==> src/hdl/cbe_pkg.sv <==
// Shared types, constants and helpers of the cubic Bezier easing core.
// No dependencies; used by cbe_mul, cbe_div and cubic_bezier_easing_core.
package cbe_pkg;

    localparam int SAMPLE_POINTS = 11;
    localparam int NEWTON_STEPS  = 4;
    localparam int FRAC_BITS     = 16;

    localparam int ONE_I  = 1 << FRAC_BITS;
    localparam int HALF_I = 1 << (FRAC_BITS - 1);
    localparam int T_W    = FRAC_BITS + 1;
    localparam int W_D    = FRAC_BITS + 12;
    localparam int NUM_W  = W_D + FRAC_BITS;
    localparam int IDX_W  = $clog2(SAMPLE_POINTS);
    localparam int K_W    = $clog2(NEWTON_STEPS + 1);
    localparam int NEAR   = (ONE_I + 9999) / 10000;
    localparam int PX_W   = 17;
    localparam int PY_W   = 19;
    localparam int OUT_LO = -131072;
    localparam int OUT_HI = 196608;

    // first guess t = (idx*ONE + d + half) / (SAMPLE_POINTS-1) by reciprocal multiply
    localparam int     TG_SH  = FRAC_BITS + 12;
    localparam int     TG_NW  = FRAC_BITS + 6;
    localparam int     TG_PW  = TG_NW + TG_SH;
    localparam longint TG_MUL = ((longint'(1) << TG_SH) + SAMPLE_POINTS - 2)
                              / (SAMPLE_POINTS - 1);

    typedef logic signed [W_D-1:0] t_val;
    typedef logic [T_W-1:0]        t_frac;
    typedef t_frac                 t_tab [SAMPLE_POINTS];

    typedef enum logic [1:0] {
        REG_C1X = 2'd0,
        REG_C1Y = 2'd1,
        REG_C2X = 2'd2,
        REG_C2Y = 2'd3
    } t_reg;

    typedef struct packed {
        logic             start;
        logic [NUM_W-1:0] num;
        logic [W_D-1:0]   den;
    } t_div_req;

    typedef struct packed {
        logic             done;
        logic [NUM_W-1:0] quo;
    } t_div_rsp;

    function automatic t_tab sample_table();
        t_tab tab;
        for (int i = 0; i < SAMPLE_POINTS; i++) begin
            tab[i] = T_W'((i * ONE_I + (SAMPLE_POINTS - 1) / 2) / (SAMPLE_POINTS - 1));
        end
        return tab;
    endfunction

    localparam t_tab SAMPLE_T = sample_table();

    function automatic logic [W_D-1:0] mag(t_val v);
        return v[W_D-1] ? W_D'(-v) : W_D'(v);
    endfunction

endpackage

==> src/hdl/cubic_bezier_easing_core.sv <==
// Cubic Bezier easing core: sequencer around one multiplier and one divider.
// Depends on cbe_pkg, cbe_mul and cbe_div.
//
// Usage:
//   Input word: i_progress (Q1.16) on i_valid/o_ready. Result word:
//   o_eased (signed Q.16) and o_ok on o_valid/i_ready.
//   Control points are written through i_cfg_we/i_cfg_idx/i_cfg_data while
//   the core is idle; reset loads the linear curve (0,0),(1,1).
//   One word is processed at a time; o_ready is low from acceptance until
//   the result has been taken, and rises in the cycle after that.
//   Invalid controls, end points and the linear curve go straight to the
//   output register. Otherwise the core searches the sampled table point by
//   point (up to 10 points), runs a division of the NUM_W-bit (44-bit)
//   numerator for the interpolation fraction when the segment rises, makes
//   the first guess, evaluates the slope, runs up to 4 Newton steps (curve,
//   division, slope; no slope in the last) and evaluates the y curve. The
//   bit-serial divider takes most of the processing time.
//   When the receiver stalls, the result is held in the output register
//   and no new word is accepted until it is taken.
module cubic_bezier_easing_core (
    input  logic                                  i_clk,
    input  logic                                  i_rst_n,
    input  logic                                  i_valid,
    output logic                                  o_ready,
    input  logic [cbe_pkg::PX_W-1:0]              i_progress,
    output logic                                  o_valid,
    input  logic                                  i_ready,
    output logic signed [cbe_pkg::PY_W-1:0]       o_eased,
    output logic                                  o_ok,
    input  logic                                  i_cfg_we,
    input  logic [1:0]                            i_cfg_idx,
    input  logic [cbe_pkg::PY_W-1:0]              i_cfg_data
);
    typedef enum logic [3:0] {
        S_IDLE, S_CV1, S_CV2, S_CV3, S_CV4, S_SL1, S_SL2, S_SL3, S_SL4,
        S_DIVD, S_TGO, S_DIVN, S_OUT
    } t_state;

    typedef enum logic [1:0] {M_SAMP, M_NEWT, M_YEV} t_mode;

    t_state r_state;
    t_mode  r_mode;

    logic [cbe_pkg::PX_W-1:0]        r_c1x, r_c2x;
    logic signed [cbe_pkg::PY_W-1:0] r_c1y, r_c2y;

    cbe_pkg::t_val  r_x, r_prev, r_s, r_acc;
    cbe_pkg::t_val  r_ax, r_bx, r_cx, r_ay, r_by, r_cy;
    cbe_pkg::t_frac r_t, r_d;
    logic [cbe_pkg::IDX_W-1:0] r_idx;
    logic [cbe_pkg::K_W-1:0]   r_k;
    logic           r_first, r_dneg;
    logic signed [cbe_pkg::PY_W-1:0] r_eased;
    logic           r_ok, r_ovalid;
    logic           r_dstart;
    logic [cbe_pkg::NUM_W-1:0] r_dnum;
    logic [cbe_pkg::W_D-1:0]   r_dden;

    cbe_pkg::t_val     mul_a, prod;
    cbe_pkg::t_val     ca, cb, cc;
    cbe_pkg::t_div_req div_req;
    cbe_pkg::t_div_rsp div_rsp;

    cbe_pkg::t_val p1x, p2x, p1y, p2y, xin;
    logic          bad_ctrl, near0, near1, lin;
    cbe_pkg::t_val numv, denv, fv, sv, tn, dx1;
    logic [cbe_pkg::NUM_W-1:0] qs;
    logic [cbe_pkg::TG_NW-1:0] tg_num;
    logic [cbe_pkg::TG_PW-1:0] tg_prod;
    cbe_pkg::t_frac            tg_q;

    function automatic cbe_pkg::t_val coef_a(cbe_pkg::t_val p1, cbe_pkg::t_val p2);
        return cbe_pkg::t_val'(cbe_pkg::ONE_I) - (p2 <<< 1) - p2 + (p1 <<< 1) + p1;
    endfunction

    function automatic cbe_pkg::t_val coef_b(cbe_pkg::t_val p1, cbe_pkg::t_val p2);
        return (p2 <<< 1) + p2 - (p1 <<< 2) - (p1 <<< 1);
    endfunction

    function automatic cbe_pkg::t_val coef_c(cbe_pkg::t_val p1);
        return (p1 <<< 1) + p1;
    endfunction

    cbe_mul u_mul (
        .i_clk  (i_clk),
        .i_a    (mul_a),
        .i_t    (r_t),
        .o_prod (prod)
    );

    cbe_div u_div (
        .i_clk   (i_clk),
        .i_rst_n (i_rst_n),
        .i_req   (div_req),
        .o_rsp   (div_rsp)
    );

    assign div_req.start = r_dstart;
    assign div_req.num   = r_dnum;
    assign div_req.den   = r_dden;

    // configuration registers
    always_ff @(posedge i_clk) begin
        if (!i_rst_n) begin
            r_c1x <= '0;
            r_c1y <= '0;
            r_c2x <= cbe_pkg::PX_W'(cbe_pkg::ONE_I);
            r_c2y <= cbe_pkg::PY_W'(cbe_pkg::ONE_I);
        end else if (i_cfg_we) begin
            unique case (cbe_pkg::t_reg'(i_cfg_idx))
                cbe_pkg::REG_C1X: r_c1x <= i_cfg_data[cbe_pkg::PX_W-1:0];
                cbe_pkg::REG_C1Y: r_c1y <= i_cfg_data;
                cbe_pkg::REG_C2X: r_c2x <= i_cfg_data[cbe_pkg::PX_W-1:0];
                cbe_pkg::REG_C2Y: r_c2y <= i_cfg_data;
            endcase
        end
    end

    always_comb begin
        p1x = cbe_pkg::t_val'($signed({1'b0, r_c1x}));
        p2x = cbe_pkg::t_val'($signed({1'b0, r_c2x}));
        p1y = cbe_pkg::t_val'(r_c1y);
        p2y = cbe_pkg::t_val'(r_c2y);
        xin = cbe_pkg::t_val'($signed({1'b0, i_progress}));
        dx1 = xin - cbe_pkg::t_val'(cbe_pkg::ONE_I);
        bad_ctrl = (p1x > cbe_pkg::t_val'(cbe_pkg::ONE_I))
                || (p2x > cbe_pkg::t_val'(cbe_pkg::ONE_I));
        near0 = xin < cbe_pkg::t_val'(cbe_pkg::NEAR);
        near1 = cbe_pkg::mag(dx1) < cbe_pkg::W_D'(cbe_pkg::NEAR);
        lin   = (p1x == p1y) && (p2x == p2y);

        ca = (r_mode == M_YEV) ? r_ay : r_ax;
        cb = (r_mode == M_YEV) ? r_by : r_bx;
        cc = (r_mode == M_YEV) ? r_cy : r_cx;

        unique case (r_state)
            S_CV1:   mul_a = ca;
            S_CV2:   mul_a = prod + cb;
            S_CV3:   mul_a = prod + cc;
            S_SL1:   mul_a = r_ax;
            S_SL2:   mul_a = prod;
            S_SL3:   mul_a = r_bx;
            default: mul_a = ca;
        endcase

        numv = r_x - r_prev;
        denv = prod - r_prev;
        fv   = prod - r_x;
        sv   = r_acc + (prod <<< 1) + r_cx;
        qs   = (div_rsp.quo > cbe_pkg::NUM_W'(2 * cbe_pkg::ONE_I))
             ? cbe_pkg::NUM_W'(2 * cbe_pkg::ONE_I) : div_rsp.quo;
        tn   = r_dneg ? cbe_pkg::t_val'(r_t) + cbe_pkg::t_val'(qs)
                      : cbe_pkg::t_val'(r_t) - cbe_pkg::t_val'(qs);

        tg_num  = (cbe_pkg::TG_NW'(r_idx) << cbe_pkg::FRAC_BITS)
                + cbe_pkg::TG_NW'(r_d)
                + cbe_pkg::TG_NW'((cbe_pkg::SAMPLE_POINTS - 1) / 2);
        tg_prod = cbe_pkg::TG_PW'(tg_num) * cbe_pkg::TG_PW'(cbe_pkg::TG_MUL);
        tg_q    = tg_prod[cbe_pkg::TG_SH +: cbe_pkg::T_W];
    end

    always_ff @(posedge i_clk) begin
        if (!i_rst_n) begin
            r_state  <= S_IDLE;
            r_mode   <= M_SAMP;
            r_ovalid <= 1'b0;
            r_dstart <= 1'b0;
            r_first  <= 1'b0;
            r_k      <= '0;
            r_idx    <= '0;
        end else begin
            r_dstart <= 1'b0;
            unique case (r_state)
                S_IDLE: begin
                    if (i_valid) begin
                        r_x   <= xin;
                        r_ax  <= coef_a(p1x, p2x);
                        r_bx  <= coef_b(p1x, p2x);
                        r_cx  <= coef_c(p1x);
                        r_ay  <= coef_a(p1y, p2y);
                        r_by  <= coef_b(p1y, p2y);
                        r_cy  <= coef_c(p1y);
                        r_k   <= '0;
                        r_ok  <= !bad_ctrl;
                        if (bad_ctrl || near0) begin
                            r_eased  <= '0;
                            r_ovalid <= 1'b1;
                            r_state  <= S_OUT;
                        end else if (near1) begin
                            r_eased  <= cbe_pkg::PY_W'(cbe_pkg::ONE_I);
                            r_ovalid <= 1'b1;
                            r_state  <= S_OUT;
                        end else if (lin) begin
                            r_eased  <= cbe_pkg::PY_W'(xin);
                            r_ovalid <= 1'b1;
                            r_state  <= S_OUT;
                        end else begin
                            r_mode  <= M_SAMP;
                            r_idx   <= cbe_pkg::IDX_W'(1);
                            r_prev  <= '0;
                            r_t     <= cbe_pkg::SAMPLE_T[cbe_pkg::IDX_W'(1)];
                            r_state <= S_CV1;
                        end
                    end
                end
                S_CV1: r_state <= S_CV2;
                S_CV2: r_state <= S_CV3;
                S_CV3: r_state <= S_CV4;
                S_CV4: begin
                    unique case (r_mode)
                        M_SAMP: begin
                            if (r_idx < cbe_pkg::IDX_W'(cbe_pkg::SAMPLE_POINTS - 1)
                                && prod <= r_x) begin
                                r_prev  <= prod;
                                r_idx   <= r_idx + 1'b1;
                                r_t     <= cbe_pkg::SAMPLE_T[r_idx + 1'b1];
                                r_state <= S_CV1;
                            end else begin
                                r_idx <= r_idx - 1'b1;
                                if (denv <= 0 || numv < 0) begin
                                    r_d     <= '0;
                                    r_state <= S_TGO;
                                end else begin
                                    r_dnum   <= (cbe_pkg::NUM_W'(numv) << cbe_pkg::FRAC_BITS)
                                              + cbe_pkg::NUM_W'(denv >>> 1);
                                    r_dden   <= cbe_pkg::W_D'(denv);
                                    r_dstart <= 1'b1;
                                    r_state  <= S_DIVD;
                                end
                            end
                        end
                        M_NEWT: begin
                            r_dnum   <= (cbe_pkg::NUM_W'(cbe_pkg::mag(fv)) << cbe_pkg::FRAC_BITS)
                                      + cbe_pkg::NUM_W'(cbe_pkg::mag(r_s) >> 1);
                            r_dden   <= cbe_pkg::mag(r_s);
                            r_dneg   <= fv[cbe_pkg::W_D-1] ^ r_s[cbe_pkg::W_D-1];
                            r_dstart <= 1'b1;
                            r_state  <= S_DIVN;
                        end
                        default: begin
                            if (prod < cbe_pkg::t_val'(cbe_pkg::OUT_LO)) begin
                                r_eased <= cbe_pkg::PY_W'(cbe_pkg::OUT_LO);
                            end else if (prod > cbe_pkg::t_val'(cbe_pkg::OUT_HI)) begin
                                r_eased <= cbe_pkg::PY_W'(cbe_pkg::OUT_HI);
                            end else begin
                                r_eased <= prod[cbe_pkg::PY_W-1:0];
                            end
                            r_ovalid <= 1'b1;
                            r_state  <= S_OUT;
                        end
                    endcase
                end
                S_DIVD: begin
                    if (div_rsp.done) begin
                        r_d <= (div_rsp.quo > cbe_pkg::NUM_W'(cbe_pkg::ONE_I))
                             ? cbe_pkg::T_W'(cbe_pkg::ONE_I)
                             : div_rsp.quo[cbe_pkg::T_W-1:0];
                        r_state <= S_TGO;
                    end
                end
                S_TGO: begin
                    r_t     <= (tg_q > cbe_pkg::T_W'(cbe_pkg::ONE_I))
                             ? cbe_pkg::T_W'(cbe_pkg::ONE_I) : tg_q;
                    r_first <= 1'b1;
                    r_state <= S_SL1;
                end
                S_SL1: r_state <= S_SL2;
                S_SL2: r_state <= S_SL3;
                S_SL3: begin
                    r_acc   <= (prod <<< 1) + prod;
                    r_state <= S_SL4;
                end
                S_SL4: begin
                    r_s     <= sv;
                    r_first <= 1'b0;
                    r_state <= S_CV1;
                    if (r_first ? (sv >= cbe_pkg::t_val'(cbe_pkg::NEAR))
                                : (cbe_pkg::mag(sv) >= cbe_pkg::W_D'(cbe_pkg::NEAR))) begin
                        r_mode <= M_NEWT;
                    end else begin
                        r_mode <= M_YEV;
                    end
                end
                S_DIVN: begin
                    if (div_rsp.done) begin
                        if (tn < 0) begin
                            r_t <= '0;
                        end else if (tn > cbe_pkg::t_val'(cbe_pkg::ONE_I)) begin
                            r_t <= cbe_pkg::T_W'(cbe_pkg::ONE_I);
                        end else begin
                            r_t <= tn[cbe_pkg::T_W-1:0];
                        end
                        if (r_k == cbe_pkg::K_W'(cbe_pkg::NEWTON_STEPS - 1)) begin
                            r_mode  <= M_YEV;
                            r_state <= S_CV1;
                        end else begin
                            r_k     <= r_k + 1'b1;
                            r_state <= S_SL1;
                        end
                    end
                end
                S_OUT: begin
                    if (i_ready) begin
                        r_ovalid <= 1'b0;
                        r_state  <= S_IDLE;
                    end
                end
                default: r_state <= S_IDLE;
            endcase
        end
    end

    assign o_ready = (r_state == S_IDLE);
    assign o_valid = r_ovalid;
    assign o_eased = r_eased;
    assign o_ok    = r_ok;

`ifndef SYNTHESIS
    a_no_overlap: assert property (@(posedge i_clk) disable iff (!i_rst_n)
        o_valid |-> !o_ready)
        else $error("input accepted while a result is pending");
    a_busy_after_accept: assert property (@(posedge i_clk) disable iff (!i_rst_n)
        (i_valid && o_ready) |=> !o_ready)
        else $error("core ready right after accepting a word");
    a_bad_ctrl_zero: assert property (@(posedge i_clk) disable iff (!i_rst_n)
        (o_valid && !o_ok) |-> (o_eased == '0))
        else $error("invalid controls must give zero");
    a_t_range: assert property (@(posedge i_clk) disable iff (!i_rst_n)
        (r_state == S_SL1) |-> (r_t <= cbe_pkg::T_W'(cbe_pkg::ONE_I)))
        else $error("curve parameter out of range");
`endif
endmodule

==> src/hdl/cbe_mul.sv <==
// Shared fixed point multiplier: value times curve parameter, rounded half
// away from zero, registered output. Depends on cbe_pkg.
module cbe_mul (
    input  logic          i_clk,
    input  cbe_pkg::t_val  i_a,
    input  cbe_pkg::t_frac i_t,
    output cbe_pkg::t_val  o_prod
);
    localparam int PW = cbe_pkg::W_D + cbe_pkg::T_W;

    logic [cbe_pkg::W_D-1:0] mag_a;
    logic [PW-1:0]           prod_full;
    logic [cbe_pkg::W_D-1:0] q;
    cbe_pkg::t_val           n_prod;
    cbe_pkg::t_val           r_prod;

    always_comb begin
        mag_a     = cbe_pkg::mag(i_a);
        prod_full = PW'(mag_a) * PW'(i_t) + PW'(cbe_pkg::HALF_I);
        q         = prod_full[cbe_pkg::FRAC_BITS +: cbe_pkg::W_D];
        n_prod    = i_a[cbe_pkg::W_D-1] ? -cbe_pkg::t_val'(q) : cbe_pkg::t_val'(q);
    end

    always_ff @(posedge i_clk) begin
        r_prod <= n_prod;
    end

    assign o_prod = r_prod;
endmodule

==> src/hdl/cbe_div.sv <==
// Restoring unsigned divider, one quotient bit per cycle.
// Depends on cbe_pkg for widths and request/response structs.
module cbe_div (
    input  logic              i_clk,
    input  logic              i_rst_n,
    input  cbe_pkg::t_div_req i_req,
    output cbe_pkg::t_div_rsp o_rsp
);
    localparam int CW = $clog2(cbe_pkg::NUM_W + 1);

    logic                        r_busy;
    logic                        r_done;
    logic [CW-1:0]               r_cnt;
    logic [cbe_pkg::W_D:0]       r_rem;
    logic [cbe_pkg::NUM_W-1:0]   r_quo;
    logic [cbe_pkg::W_D-1:0]     r_den;
    logic [cbe_pkg::W_D:0]       rem_sh;
    logic [cbe_pkg::W_D:0]       rem_sub;
    logic                        ge;

    always_comb begin
        rem_sh  = {r_rem[cbe_pkg::W_D-1:0], r_quo[cbe_pkg::NUM_W-1]};
        ge      = rem_sh >= {1'b0, r_den};
        rem_sub = rem_sh - {1'b0, r_den};
    end

    always_ff @(posedge i_clk) begin
        if (!i_rst_n) begin
            r_busy <= 1'b0;
            r_done <= 1'b0;
            r_cnt  <= '0;
        end else begin
            r_done <= 1'b0;
            if (i_req.start) begin
                r_busy <= 1'b1;
                r_cnt  <= '0;
                r_rem  <= '0;
                r_quo  <= i_req.num;
                r_den  <= i_req.den;
            end else if (r_busy) begin
                r_rem <= ge ? rem_sub : rem_sh;
                r_quo <= {r_quo[cbe_pkg::NUM_W-2:0], ge};
                r_cnt <= r_cnt + 1'b1;
                if (r_cnt == CW'(cbe_pkg::NUM_W - 1)) begin
                    r_busy <= 1'b0;
                    r_done <= 1'b1;
                end
            end
        end
    end

    assign o_rsp.done = r_done;
    assign o_rsp.quo  = r_quo;
endmodule

==> config.mk <==
export PLATFORM = sky130hd
export DESIGN_NAME = cubic_bezier_easing_core
export DESIGN_NICKNAME = d
export VERILOG_FILES = /design/src/hdl/cbe_pkg.sv /design/src/hdl/cubic_bezier_easing_core.sv /design/src/hdl/cbe_mul.sv /design/src/hdl/cbe_div.sv
export SDC_FILE = /design/constraint.sdc
export NUM_CORES = 2
export LEC_CHECK = 0
export ABC_AREA = 1
export BUFFER_PORTS_ARGS = -buffer_cell sky130_fd_sc_hd__clkbuf_2
export CAP_MARGIN = 20
export CORE_UTILIZATION = 31
export DETAILED_ROUTE_END_ITERATION = 10
export GPL_TIMING_DRIVEN = 0
export PLACE_DENSITY = 0.47
export SLEW_MARGIN = 5
export SYNTH_ARGS = -nofsm -noshare
export SYNTH_HDL_FRONTEND = slang
export SYNTH_SLANG_ARGS = --single-unit
==> constraint.sdc <==
create_clock -name i_clk -period 12.17 [get_ports i_clk]
set_input_delay 1.217 -clock i_clk [delete_from_list [all_inputs] [get_ports i_clk]]
set_output_delay 1.217 -clock i_clk [all_outputs]
set_load 0.05 [all_outputs]
---- Word-level counts from Yosys, hierarchy flattened ----
Memories as Yosys holds them, arrays and structs flattened.
Cells that the tools add are included.
cells by class
  $add $sub $neg .......................... 43
  multiply operators ...................... 2
  order comparisons ....................... 19
  equality and inequality tests ........... 38
  multiplexer cells ....................... 103
  bitwise gates (word level) .............. 4
  reduce and logical (&&, ||, !) cells .... 42
operators with widths
  operator                count
  $mux 28                 21
  $mux 17                 17
  $mux 44                 4
  $add 28x28->28          5
  $neg 28->28             5
  $pmux 28 s5             1
  $mux 19                 7
  $pmux 28 s2             2
  $add 44x27->44          2
  $pmux 44 s2             1
  $pmux 17 s4             1
  $add 20x19->21          3
  $lt 28x1->1 const B     2
  $mux 4                  14
  $sub 18x28->28          2
  $sub 28x28->28          2
  $pmux 4 s13             1
  $gt 17x17->1 const B    3
  $add 44x16->44 const B  1
  $gt 44x17->1 const B    1
  $gt 44x18->1 const B    1
  $mul 22x24->44 const B  1
  $mul 28x17->44          1
  $add 18x17->19          2
  76 further kinds        151
word-level totals
  register bits ........................... 620
  ROM bits ................................ 272
  output and inout port bits .............. 22
  memories ................................ 1
memory list
  memory            depth  width  rd ports  clocked after memory_dff  write ports  line                             source
  (name not given)  16     17     1         0                         0            cubic_bezier_easing_core.sv:216  r_t <= cbe_pkg::SAMPLE_T[r_idx + 1'b1];

---- Logic depth before layout (Yosys ltp) ----
  depth after elaboration ................. 10
  gate-level depth with buffers ........... 64
  gate-level depth less buffers ........... 61

---- By module ----
A second synthesis with hierarchy kept.
unflattened totals
  cells, all modules ...................... 9,885
  area total of the unflattened synthesis .. 74,943.1 um^2
modules (own cells, without submodules)
  module                    times used  cells an instance  area each (um^2)
  cubic_bezier_easing_core  1           6,407              49,809.0
  cbe_mul                   1           2,569              18,355.1
  cbe_div                   1           909                6,779.0

---- Worst setup path before layout ----
OpenSTA, ideal clock, no wires.
  kind .................................... register -> register
  start ................................... register r_mode[1]
  end ..................................... register u_mul.r_prod[21] (netlist: u_mul.o_prod[21])
  library setup time ...................... 127 ps
  arrival time ............................ 9,407 ps
  data required time ...................... 12,043 ps
  slack ................................... 2,636 ps
  stages on the path, launching flop included .. 53
  path buffers ............................ 6
  period minus slack after synthesis ...... 9,534 ps
  cells stage by stage .................... dfxtp_1 -> nand2_2 -> clkinv_1 -> clkbuf_1 -> clkbuf_1 -> clkbuf_1 -> a21oi_1 -> a32o_1 -> inv_1 -> ha_1 -> a21oi_1 -> nand2_1 -> nand2_1 -> nand3_1 -> nand3_1 -> nand2_1 -> nand2_1 -> nand2_1 -> [... 17 more ...] -> inv_1 -> fa_1 -> inv_1 -> ha_1 -> inv_1 -> o21bai_1 -> a31oi_1 -> o31ai_1 -> nor2_1 -> nand2_1 -> nand2_1 -> nand3_1 -> nand2_1 -> nor2_1 -> nand3_1 -> o21ai_0 -> nand2_1 -> xor2_1
between the ends
  longest elaborated chain between the ends .. 10
  elaborated cells between the ends (all ways) .. 13
  classes of those cells .................. 5 x add/sub; 1 x mul; 1 x eq/ne; 6 x mux
ends and longest elaborated chain
  what                               line                                                                                               source
  start, declared                    cubic_bezier_easing_core.sv:42                                                                     t_mode r_mode;
  start signal, assigned             cubic_bezier_easing_core.sv:165                                                                    r_mode <= M_SAMP;
  start signal, assigned             cubic_bezier_easing_core.sv:198                                                                    r_mode <= M_SAMP;
  start signal, assigned             cubic_bezier_easing_core.sv:279                                                                    r_mode <= M_NEWT;
  $eq 2x2->1 (*)                     cubic_bezier_easing_core.sv:132, cubic_bezier_easing_core.sv:133, cubic_bezier_easing_core.sv:134
  $mux 28 (on tied branches)         cubic_bezier_easing_core.sv:134, cubic_bezier_easing_core.sv:133
  $add 28x28->28 (on tied branches)  cubic_bezier_easing_core.sv:139, cubic_bezier_easing_core.sv:138
  $pmux 28 s5 (*)                    cubic_bezier_easing_core.sv:136                                                                    unique case (r_state)
  $neg 28->28                        cbe_pkg.sv:62                                                                                      return v[W_D-1] ? W_D'(-v) : W_D'(v);
  $mux 28                            cbe_pkg.sv:62
  $mul 28x17->44                     cbe_mul.sv:19                                                                                      prod_full = PW'(mag_a) * PW'(i_t) + PW'(cbe_pkg::HALF_I);
  $add 44x16->44                     cbe_mul.sv:19
  $neg 28->28                        cbe_mul.sv:21                                                                                      n_prod = i_a[cbe_pkg::W_D-1] ? -cbe_pkg::t_val'(q) : cbe_pkg::t_val'(q);
  $mux 28 (*)                        cbe_mul.sv:21
  net u_mul.n_prod[21]               cbe_mul.sv:14                                                                                      cbe_pkg::t_val n_prod;
  end signal, assigned               cbe_mul.sv:25                                                                                      r_prod <= n_prod;
  end, declared                      cbe_mul.sv:15                                                                                      cbe_pkg::t_val r_prod;
Mark *: on every way through the listed nets, which the timed path passes. The rest lies on a longest branch.
A chain may end at the register's enable or synchronous reset.

---- Final worst setup path ----
  start ................................... register r_mode[1]
  end ..................................... register u_mul.r_prod[27] (netlist: u_mul.o_prod[27])
The elaborated chain is that of the path after synthesis.

==> insert_results.sql <==
INSERT INTO impl_metrics (metric_group, metric, value, unit) VALUES
('setup_path', 'cell_type_of_the_slowest_stage_on_the_worst_timing_path', 'sky130_fd_sc_hd__fa_1', ''),
('clocking', 'holdBufCountCts', '0', ''),
('clocking', 'cts_tree', 'yes', ''),
('floorplan', 'floorplan.initialDensity', '31.15', '%'),
('setup_path', 'crit_arrival', '12080', 'ps'),
('floorplan', 'io-pin-count', '65', ''),
('clocking', 'h-tree-depth', '3', ''),
('setup_path', 'timing_worst_setup_path_type', 'register to register', ''),
('outcome', 'run_status', 'finished clean', ''),
('sta', 'worst-slew-pin-transition', '1285', 'ps'),
('floorplan', 'dieHeight', '488.2', 'µm'),
('setup_path', 'data_required_time_at_the_worst_endpoint', '12670', 'ps'),
('synth', 'synth.yosys.seq_area_share', '21.50', '%'),
('placement', 'dp_hpwl', '237200', 'µm'),
('sta', 'slew_headroom', '14.24', '%'),
('routing', 'drt_total_wl', '275100', 'µm'),
('setup_path', 'setup.worst_path.start_class', 'register', ''),
('synth', 'synth.top_cells.by_count', 'sky130_fd_sc_hd__nand2_1 (2,088), sky130_fd_sc_hd__inv_1 (1,694), sky130_fd_sc_hd__nor2_1 (934)', ''),
('setup_path', 'endpoint_kind', 'register', ''),
('synth', 'synth_top_flop_cell', 'sky130_fd_sc_hd__edfxtp_1', ''),
('flow_run', 'maxCapViolCount', '0', ''),
('global_routing', 'antenna_found_initial', '17', ''),
('synth', 'netlist.top_cell.by_area', 'sky130_fd_sc_hd__edfxtp_1', ''),
('routing', 'detailroute.via_count', '64070', ''),
('routing', 'drt-wirelength-per-cell', '21.32', 'µm'),
('layout', 'post_layout_utilization_of_the_core', '34.17', '%'),
('synth', 'synth.most_common_cell', 'sky130_fd_sc_hd__nand2_1', ''),
('synth', 'syn_std_cell_area', '73270', 'µm²'),
('setup_path', 'regToRegSetupSlack', '590', 'ps'),
('worst_hold_path', 'worst_min_delay_path_category', 'register to register', ''),
('global_routing', 'wire_length_of_the_first_global_routing_pass', '411200', 'µm'),
('sta', 'timing_hold_violations_final', '0', ''),
('synth', 'ys_async_sr_fraction', '0', '%'),
('worst_hold_path', 'hold_depth', '0', ''),
('routing', 'via_per_inst', '4.964', ''),
('clocking', 'tritoncts.num_buffers', '71', ''),
('global_routing', 'grt_overflow_total', '0', ''),
('layout', 'layout-drive-gt1-share', '3.775', '%'),
('setup_path', 'path_common_cell', 'sky130_fd_sc_hd__nand2_1', ''),
('sta', 'post-route-min-period', '11580', 'ps'),
('clocking', 'cts-root-buf', 'sky130_fd_sc_hd__clkbuf_16', ''),
('worst_hold_path', 'hold_end', 'u_div.r_den[19]$_DFFE_PP_', ''),
('sta', 'final-setup-viol-count', '0', ''),
('sta', 'final.setup_skew', '32.78', 'ps'),
('global_routing', 'global_route.usage.total', '23.08', '%'),
('routing', 'post_route_drc_violation_count', '0', ''),
('sta', 'period_share', '95.15', '%'),
('setup_path', 'crit_fanout', '19', ''),
('layout', 'num-fill-cells', '25270', ''),
('layout', 'areaGrowthSynthToFinish', '9.689', '%'),
('setup_path', 'crit-reg2reg-capture', 'u_mul.o_prod[27]$_DFF_P_', ''),
('global_routing', 'grt_pass1_vias', '64800', ''),
('worst_hold_path', 'holdCritStartpoint', 'r_dden[19]$_DFFE_PP_', ''),
('synth', 'post_syn_area_per_cell', '7.685', 'µm²'),
('synth', 'post_syn_instances', '9534', ''),
('floorplan', 'die_width', '488.2', 'µm'),
('synth', 'yosys_warnings', '0', ''),
('synth', 'synth-edff-count', '442', ''),
('clocking', 'worst_skew_pair.late_latency', '710', 'ps'),
('setup_path', 'reg2reg_from', 'r_mode[1]$_SDFFE_PN0P_', ''),
('placement', 'place.port_buffers', '63', ''),
('clocking', 'max-clock-path-buffers', '3', ''),
('synth', 'synth.top_cells.by_area', 'sky130_fd_sc_hd__edfxtp_1 (18%), sky130_fd_sc_hd__fa_1 (18%), sky130_fd_sc_hd__ha_1 (13%)', ''),
('placement', 'gpl.final_weighted_congestion', '0.9508', ''),
('floorplan', 'std_cell_rows', '178', ''),
('synth', 'netlist.area_leader.share', '18.11', '%'),
('floorplan', 'placeableCoreArea', '235200', 'µm²'),
('routing', 'dr.pass1.iters', '6', ''),
('sta', 'slew_viol_final', '0', ''),
('layout', 'final_net_count', '11170', ''),
('floorplan', 'die_area', '238300', 'µm²'),
('synth', 'synth_seq_cells', '566', ''),
('setup_path', 'crit_path_max_incr_delay', '620', 'ps'),
('clocking', 'clkTransAtPathRegs', '60', 'ps'),
('sta', 'max_clock_freq', '0.08635', 'GHz'),
('global_routing', 'grt_start_max_net_pins', '45', ''),
('routing', 'final_antenna_net_count', '0', ''),
('routing', 'drt_iter0_markers', '4550', ''),
('synth', 'synth_cell_types', '67', ''),
('synth', 'synthesis.nets', '11010', ''),
('setup_path', 'worstRegToRegCells', '50', ''),
('clocking', 'tritoncts_num_sinks', '566', '');
[worst max-delay path, delay by kind of cell (launching register included)]
kind            cells  cell delay, ps
compound gates      6            1300
simple gates       25            3610
flops               1             520
xor+xnor            1             400
buf+inv             9            1310
fa+ha+maj           9            4200
[logic make-up after synthesis]
family / after synthesis / synth area share, %
AO/OA/AOI/OAI: 1398 / 10.70
XOR/XNOR: 413 / 4.937
buffers and inverters: 1899 / 9.848
multiplexers: 2 / 0.02903
adder cells (fa/ha/maj): 1431 / 31.23
flip-flops: 566 / 21.50
AND/OR/NAND/NOR: 3825 / 21.75
[cell type report]
type | instances | area, µm² | area share [%]
well taps | 3150 | 3941 | 4.904
diodes | 8 | 20.02 | 0.02491
inverters | 1731 | 6528 | 8.122
flip-flops and latches | 566 | 15760 | 19.60
clock inverters | 37 | 395.4 | 0.4919
repair buffers | 88 | 690.7 | 0.8593
multi-input cells | 7069 | 50430 | 62.75
clock buffers | 91 | 1873 | 2.331
plain buffers | 166 | 734.5 | 0.9138
[worst max path at each step]
stage,cells past startpoint,from,endpoint
floorplan,52,r_mode[1]$_SDFFE_PN0P_,u_mul.o_prod[21]$_DFF_P_
global placement,49,r_state[1]$_SDFFE_PN0P_,u_mul.o_prod[27]$_DFF_P_
detailed placement,49,r_state[1]$_SDFFE_PN0P_,u_mul.o_prod[27]$_DFF_P_
CTS,49,r_mode[1]$_SDFFE_PN0P_,u_mul.o_prod[27]$_DFF_P_
global route,56,r_mode[1]$_SDFFE_PN0P_,u_mul.o_prod[27]$_DFF_P_
finish,50,r_mode[1]$_SDFFE_PN0P_,u_mul.o_prod[27]$_DFF_P_
[registers in the layout (all words and copies together), names as in the netlist, 19 cells and up]
register and cells:
u_div.r_quo 44, r_c1y 19, r_by 23, u_div.r_rem 28
r_ay 24, r_c2y 19, r_cy 21, r_s 28
o_eased 19, r_ax 22, r_dnum 44, u_mul.o_prod 28
u_div.r_den 28, r_bx 21, r_cx 19, r_acc 28
r_prev 28
[repair_timing]
item                       in CTS  in global routing
setup endpoints to repair      27                 24
pin swaps                       0                  1
setup buffers                   0                  6
gates resized for setup        24                 40
[per-layer routing]
metal | vias to the layer above | global-route usage [%] | routed length (µm)
li1 | 31040 | - | -
met1 | 31070 | 30.42 | 123300
met2 | 1599 | 39.06 | 129300
met3 | 357 | 1.808 | 11040
met4 | 2 | 8.916 | 11510
met5 | - | 0 | 13
[cells in the final DEF, fill, tap and decap left out, drive strengths merged, types with 8 or more instances in the layout]
cell type / instances
a221oi: 17
o21a: 24
a211oi: 22
nand3: 420
nor2: 952
a21oi: 635
diode: 8
o21bai: 37
clkinvlp: 10
nor4: 40
a31oi: 42
o22ai: 17
nand2: 2106
o21ai: 462
xnor2: 129
inv: 1712
clkbuf: 276
dfxtp: 124
nor3: 95
or2: 20
a21boi: 19
o211ai: 20
clkinv: 41
a32o: 36
buf: 69
nand4: 133
a21o: 26
nand3b: 45
o31ai: 20
edfxtp: 442
fa: 663
xor2: 284
ha: 768
[stage by stage]
step / area [µm²] / hold slack [ps] / setup slack, ps / instances / setup TNS [ps]
6_report: 80370 / 421.9 / 589.8 / 12910 / 0
3_3_place_gp: 77530 / 409.6 / -1001 / 12750 / -87310
5_1_grt: 80370 / 433.9 / -0.9095 / 12900 / -0.9095
3_5_place_dp: 77900 / 412.8 / -1047 / 12770 / -19240
4_1_cts: 80200 / 426.6 / 46.28 / 12890 / 0
2_1_floorplan: 73270 / 400.3 / 2636 / 9534 / 0
Power is left out: the tool's default activity adds up to more than one toggle a clock period on the data nets, which glitch-free logic cannot reach.
